--- src/sv/kct_pkg.sv ---
// kct_pkg: shared types and constants for the keyframe curve table
// no dependencies
`timescale 1ns / 1ps
`default_nettype none
package kct_pkg;
  localparam int MaxKeys = 16;
  localparam int IdxW = $clog2(MaxKeys);
  localparam int CntW = $clog2(MaxKeys + 1);

  typedef enum logic [2:0] {
    OP_EVAL   = 3'd0,
    OP_ADD    = 3'd1,
    OP_REMOVE = 3'd2,
    OP_SETVAL = 3'd3,
    OP_READ   = 3'd4,
    OP_CLEAR  = 3'd5,
    OP_SINGLE = 3'd6
  } op_t;

  typedef enum logic [1:0] {
    ST_OK    = 2'd0,
    ST_TIME  = 2'd1,
    ST_INDEX = 2'd2,
    ST_FULL  = 2'd3
  } status_t;

  typedef enum logic [1:0] {
    CFG_MAX_TIME      = 2'd0,
    CFG_REPEAT_TIME   = 2'd1,
    CFG_VALUE_SCALE   = 2'd2,
    CFG_DEFAULT_VALUE = 2'd3
  } cfg_idx_t;

  // request to the shared arithmetic unit
  typedef struct packed {
    logic        mul;
    logic        div;
    logic [63:0] a;
    logic [63:0] b;
  } alu_req_t;

  // res is the product or the quotient, rem the remainder of a divide
  typedef struct packed {
    logic        done;
    logic [63:0] res;
    logic [63:0] rem;
  } alu_rsp_t;
endpackage
`default_nettype wire

--- src/sv/kct_alu.sv ---
// kct_alu: shared multi-cycle unit, shift-add multiply and restoring divide
// depends on kct_pkg
`timescale 1ns / 1ps
`default_nettype none
module kct_alu (
  input  wire logic              clk,
  input  wire logic              rst_n,
  input  kct_pkg::alu_req_t      req,
  output kct_pkg::alu_rsp_t      rsp
);
  import kct_pkg::*;

  logic        busy_r, busy_nxt;
  logic        is_div_r, is_div_nxt;
  logic [5:0]  cnt_r, cnt_nxt;
  logic [63:0] acc_r, acc_nxt;
  logic [63:0] a_r, a_nxt;
  logic [63:0] b_r, b_nxt;
  logic        done_r, done_nxt;
  logic [64:0] rem_sh;

  // one bit per cycle: multiply a 64-bit operand by the low 32 bits of b, divide 64 by 64
  always_comb begin
    busy_nxt = busy_r;
    is_div_nxt = is_div_r;
    cnt_nxt = cnt_r;
    acc_nxt = acc_r;
    a_nxt = a_r;
    b_nxt = b_r;
    done_nxt = 1'b0;
    rem_sh = {acc_r, a_r[63]};
    if (!busy_r) begin
      if (req.mul || req.div) begin
        busy_nxt = 1'b1;
        is_div_nxt = req.div;
        a_nxt = req.a;
        b_nxt = req.b;
        acc_nxt = '0;
        cnt_nxt = req.div ? 6'd63 : 6'd31;
      end
    end else if (!is_div_r) begin
      if (b_r[0]) acc_nxt = acc_r + a_r;
      a_nxt = a_r << 1;
      b_nxt = b_r >> 1;
      if (cnt_r == '0) begin
        busy_nxt = 1'b0;
        done_nxt = 1'b1;
      end else cnt_nxt = cnt_r - 6'd1;
    end else begin
      // acc is remainder, a shifts into quotient
      if (rem_sh >= {1'b0, b_r}) begin
        acc_nxt = 64'(rem_sh - {1'b0, b_r});
        a_nxt = {a_r[62:0], 1'b1};
      end else begin
        acc_nxt = rem_sh[63:0];
        a_nxt = {a_r[62:0], 1'b0};
      end
      if (cnt_r == '0) begin
        busy_nxt = 1'b0;
        done_nxt = 1'b1;
      end else cnt_nxt = cnt_r - 6'd1;
    end
  end

  always_ff @(posedge clk) begin
    if (!rst_n) begin
      busy_r <= 1'b0;
      done_r <= 1'b0;
    end else begin
      busy_r <= busy_nxt;
      done_r <= done_nxt;
    end
    is_div_r <= is_div_nxt;
    cnt_r <= cnt_nxt;
    acc_r <= acc_nxt;
    a_r <= a_nxt;
    b_r <= b_nxt;
  end

  assign rsp.done = done_r;
  assign rsp.res = is_div_r ? a_r : acc_r;
  assign rsp.rem = acc_r;
endmodule
`default_nettype wire

--- config.mk ---
export PLATFORM = sky130hd
export DESIGN_NAME = kct_alu
export DESIGN_NICKNAME = d
export VERILOG_FILES = /design/src/sv/kct_pkg.sv /design/src/sv/kct_alu.sv
export SDC_FILE = /design/constraint.sdc
export NUM_CORES = 1
export LEC_CHECK = 0
export ABC_AREA = 0
export BUFFER_PORTS_ARGS = -buffer_cell sky130_fd_sc_hd__clkbuf_2
export CORE_ASPECT_RATIO = 1.5
export CORE_MARGIN = 2
export CORE_UTILIZATION = 54
export CTS_CLUSTER_DIAMETER = 120
export DETAILED_ROUTE_END_ITERATION = 8
export PLACE_DENSITY = 0.79
export SYNTH_ARGS = -nofsm -noshare
export SYNTH_HDL_FRONTEND = slang
export SYNTH_SLANG_ARGS = --single-unit
--- constraint.sdc ---
create_clock -name clk -period 4.5 [get_ports clk]
set_input_delay 0.9 -clock clk [delete_from_list [all_inputs] [get_ports clk]]
set_output_delay 0.9 -clock clk [all_outputs]
set_load 0.03 [all_outputs]
# Word-level counts from Yosys, hierarchy flattened

Index checks and enable logic that the tools add are counted.

Register bits after elaboration: 201
Output and inout bits: 129
Logic and storage cells: 44

$add $sub $neg: 3
Order comparisons: 1
Equality and inequality tests: 3
Muxes and demuxes: 21
Bitwise operators: 1
Reduce and logical (&&, ||, !) cells: 8

Operator list:

| operator                                                           | count |
|---|---|
| 64-bit 2-to-1 mux                                                  | 11 |
| 65-bit by 64-bit >= comparator with 1-bit output                   | 1 |
| 64-bit adder                                                       | 1 |
| 64-bit subtractor                                                  | 1 |
| 6-bit 2-to-1 mux                                                   | 4 |
| 2-bit AND reduction                                                | 5 |
| 6-bit zero test                                                    | 1 |
| 1-bit 2-to-1 mux                                                   | 6 |
| 6-bit by 1-bit subtractor with 6-bit output, second input constant | 1 |
| 2-bit != test, second input constant                               | 2 |
| 3-bit by 1-bit != test with 1-bit output, second input constant    | 1 |
| 2-bit nonzero test                                                 | 1 |
| 1-bit logical OR                                                   | 1 |
| 1-bit inverter                                                     | 1 |

# Depth between registers and ports, before layout

Depth after elaboration: 4
Mapped depth: 16

# Worst setup path after synthesis

Ideal clock, no wire load.

Kind: register to register
From: register is_div_r
To: register b_r[0], enable pin
Setup time: 0.507 ns
Arrival time: 4.207 ns
Path slack: -0.215 ns
Stages on the path, launching flop included: 5
Path buffers: 3
Period minus slack after synthesis: 4.715 ns
Path through: edfxtp_1 clkbuf_1 clkbuf_1 clkbuf_1 a21oi_1

Word-level cells in the longest chain between the ends: 2

Ends and longest elaborated chain:

| what                                 | RTL line      | RTL |
|---|---|---|
| from (decl)                          | kct_alu.sv:14 | `logic is_div_r, is_div_nxt;` |
| from (signal assigned)               | kct_alu.sv:73 | `is_div_r <= is_div_nxt;` |
| 2-bit != test (no source line)       | -             |  |
| 2-bit AND reduction (no source line) | -             |  |
| to (signal assigned)                 | kct_alu.sv:77 | `b_r <= b_nxt;` |
| to (decl)                            | kct_alu.sv:18 | `logic [63:0] b_r, b_nxt;` |

No other way between the ends.
A chain may end at the register's enable or synchronous reset.

# Worst setup path after layout

From: register acc_r[18]
To: register acc_r[60] (data pin)

Word-level cells in the longest chain between the ends: 4
Elaborated cells between the ends (all ways): 7
Classes of those cells: add/sub (2); order compare (1); mux (4)

Ends and longest elaborated chain:

| what                                        | RTL line                     | RTL |
|---|---|---|
| from (decl)                                 | kct_alu.sv:16                | `logic [63:0] acc_r, acc_nxt;` |
| from (signal assigned)                      | kct_alu.sv:75                | `acc_r <= acc_nxt;` |
| 64-bit adder, or another cell as far along  | kct_alu.sv:42                | `if (b_r[0]) acc_nxt = acc_r + a_r;` |
| 64-bit 2-to-1 mux, on equally long branches | kct_alu.sv:42, kct_alu.sv:51 |  |
| 64-bit 2-to-1 mux (*)                       | kct_alu.sv:41                | `end else if (!is_div_r) begin` |
| 64-bit 2-to-1 mux (*)                       | kct_alu.sv:32                | `if (!busy_r) begin` |

Every way passes the cells marked *; elsewhere a longest branch is shown, timed or not. The select of a mux whose other input is x is not followed.

==> results.toml <==
[outcome]
status = "completed"

[timing]
fin_worst_skew_ns = 0.01998
drv_slew = 0
setup-tns-final_ns = 0
fmaxAchievable_ghz = 0.2315
finalCriticalPeriod_ns = 4.320
slew_headroom_pct = 18.61
finalWorstSetupSlack_ns = 0.1801
setup_viol = 0
grt_setup_unrepaired = "no"
worstMarginPinSlew_ns = 1.218
hold_viol_final = 0
period_share_pct = 96.00

[finish]
multiInputGateArea_um2 = 10830
areaGrowthSynthToFinish_pct = 14.16
drive_above_1_share_pct = 25.54
num-nets-final = 2381
regArea_um2 = 6020
nFillCells = 2766
antenna_cells = 0

[cts]
cts_made_buffers = 24
clock_sinks = 201
clockRootBuffer = "clkbuf_16"
clk_pin_slew_ns = 0.06
worst_skew_pair.late_latency_ns = 0.55
clock_path_buffers = 3
post-cts-setup-buffer-count = 0
cts_hold_buf = 0
ctsHtreeMaxLevel = 1
tritoncts = "yes"
ctsResizeCount = 0

[worst_setup_path]
max_stage_delay_ns = 1.07
end_kind = "flip-flop"
r2r-end = "acc_r[60]"
reg2regPathDepth = 13
cp-start-kind = "flip-flop"
critPathKind = "flip-flop to flip-flop"
cp_top_family = "compound AO/OA/AOI/OAI gates"
path_cells = "ha_1, nand2_1, o21ai_0, nor4_1, a2111oi_1, buf_4, nand3_1, nand3_1, nand3_1, nand4_1, o211ai_1, xor2_1, o221ai_1"
reg2reg_from = "acc_r[18]"
cp_data_arrival_time_ns = 4.61
critPathRequiredTime_ns = 4.79
cpMostUsedCell = "nand3_1"
critPathSlowestCell = "a2111oi_1"
regToRegSetupSlack_ns = 0.18
path_buf_inv = 1
worst-path-max-fanout = 6

[synth]
avgSynthCellArea_um2 = 9.343
synth.area.top_cells = "edfxtp_1 (34%), mux2_2 (12%), ha_1 (9.1%)"
synth-seq-cells = 201
ys_seq_area_share_pct = 34.07
synth_cell_type_count = 79
synth_fp_nets = 2153
yosysWarnings = 0
synth-edff-count = 199
synth-main-ff-cell = "edfxtp_1"
synth.most_common_cell = "edfxtp_1"
synth_top_area_share_pct = 33.84
ys_top_cells_by_count = "edfxtp_1 (199), mux2_2 (184), a21oi_1 (175), nand2_1 (160), ha_1 (129)"
ys_async_sr_fraction_pct = 0
netlist_instances = 1890
yosysTopAreaCell = "edfxtp_1"
synth.cell_area_um2 = 17660

[power_and_ir_drop]
p_int_w = 0.007000
ir_drop_v = 0.0004731
swShare_pct = 49.26
p_sw_w = 0.006796
comb_power_share_pct = 63.6
power_frac_seq_pct = 22.2
power_density_nw_per_um2 = 684.4
leakage_nw = 8.753
clock_power_share_pct = 14.2

[grt]
grt.overflow.total = 0
antenna_found_initial = 0
grt_pass1_wl_um = 84620
first_global_vias = 15920
grt_max_degree = 139
grt_usage_pct = 31.88

[worst_hold_path]
min_from = "rst_n"
hold_end = "done_r"
hold_path_class = "input pin to flip-flop"
whs_path_depth = 2

[die]
die_x_um = 151.7
initial_core_util_pct = 54.45
dieArea_um2 = 34190
io_pins = 261
fp-row-count = 81
die_h_um = 225.5
core_area_um2 = 32430

[placement]
pre_cts_ws_ns = 0.3762
place_hpwl_um = 42590
port_buffers = 260
place.gp.congestion = 1.040

[routing]
detail_route.wl_per_cell_um = 22.03
routed_wl_um = 56160
viasPerCell = 6.282
dr.pass1.iters = 7
ant_nets = 0
num_vias = 16010
route.detailed.drc = 0
drt_iter0_drc = 1174

[run]
maxCapViolCount = 0
cells by family (layout without fill, tap and decap cells):
logic type | count (synthesis) | count (layout) | synth area share [%]
xor+xnor | 119 | 119 | 5.902
mux | 207 | 207 | 13.04
flops | 201 | 201 | 34.07
compound gates | 574 | 574 | 20.87
simple gates | 453 | 453 | 12.05
buf+inv | 205 | 449 | 4.698
fa+ha+maj | 131 | 131 | 9.367
layer usage:
layer / vias to the layer above / global-route usage (%) / wire length [µm]
li1: 7508 / - / -
met1: 7677 / 33.33 / 19950
met4: 0 / 20.16 / 3813
met5: - / 0 / 0
met3: 191 / 3.543 / 2599
met2: 638 / 59.33 / 29800
final cells by class:
class | instances | area share, %
Tap cell | 415 | 2.576
Sequential cell | 201 | 29.86
Multi-Input combinational cell | 1484 | 53.74
Clock inverter | 15 | 0.6331
Timing Repair Buffer | 296 | 7.982
Inverter | 111 | 2.067
Clock buffer | 27 | 3.141
flip-flops by register name, summed over array words and instances, names as in the netlist:
signal,flops
acc_r,64
done_r,1
is_div_r,1
b_r,64
busy_r,1
cnt_r,6
a_r,64
power groups by stage:
stage	Sequential [W]	Combinational (W)	Clock (W)
6_report	0.00306	0.00877	0.00197
5_1_grt	0.00311	0.00949	0.00204
4_1_cts	0.00305	0.00863	0.00198
3_5_place_dp	0.00308	0.00856	0
3_3_place_gp	0.00307	0.00850	0
2_1_floorplan	0.00339	0.00599	0
stage by stage:
step	total power, W	cells	util [%]	hold slack, ns	cell area (µm²)
after floorplan	0.009380	1890	-	0.5505	17660
after global placement	0.01156	2507	59.81	0.5594	19400
after detailed placement	0.01165	2507	59.81	0.5655	19400
after CTS	0.01366	2549	62.16	0.5648	20160
after global routing	0.01464	2549	62.16	0.5902	20160
final	0.01380	2549	62.16	0.5757	20160
cell usage in the layout, fill, tap and decap left out, types with 17 or more instances in the layout:
master and count:
a211oi_1 21, a21o_1 56, a21oi_1 174, a31oi_1 19, and3_1 19, buf_4 33, clkbuf_16 25, clkbuf_2 260
edfxtp_1 199, ha_1 129, inv_1 109, mux2_2 184, mux2i_1 23, nand2_1 160, nand3_1 31, nand4_1 33
nor2_1 107, nor2b_1 17, nor3_1 26, o211ai_1 27, o21ai_0 102, o21ai_1 21, o21bai_1 27, o22ai_1 22
xnor2_1 72, xor2_1 47
worst register-to-register path, stage by stage (launching register included):
cell and delay, ns:
edfxtp_1 0.48, ha_1 0.44, nand2_1 0.15, o21ai_0 0.38
nor4_1 0.13, a2111oi_1 1.07, buf_4 0.26, nand3_1 0.17
nand3_1 0.23, nand3_1 0.19, nand4_1 0.16, o211ai_1 0.11
xor2_1 0.17, o221ai_1 0.13
worst max path at each step:
stage / slack [ns] / to / from / cells after the start
6_report: 0.18 / acc_r[60] / acc_r[18] / 13
5_1_grt: 0.07 / acc_r[60] / acc_r[18] / 13
4_1_cts: 0.36 / acc_r[60] / acc_r[18] / 13
3_5_place_dp: 0.38 / acc_r[60] / acc_r[18] / 13
2_1_floorplan: 0.33 / acc_r[0] / req[129] / 2
3_3_place_gp: 0.31 / acc_r[60] / acc_r[18] / 13
(Power assumes the default switching activity.)
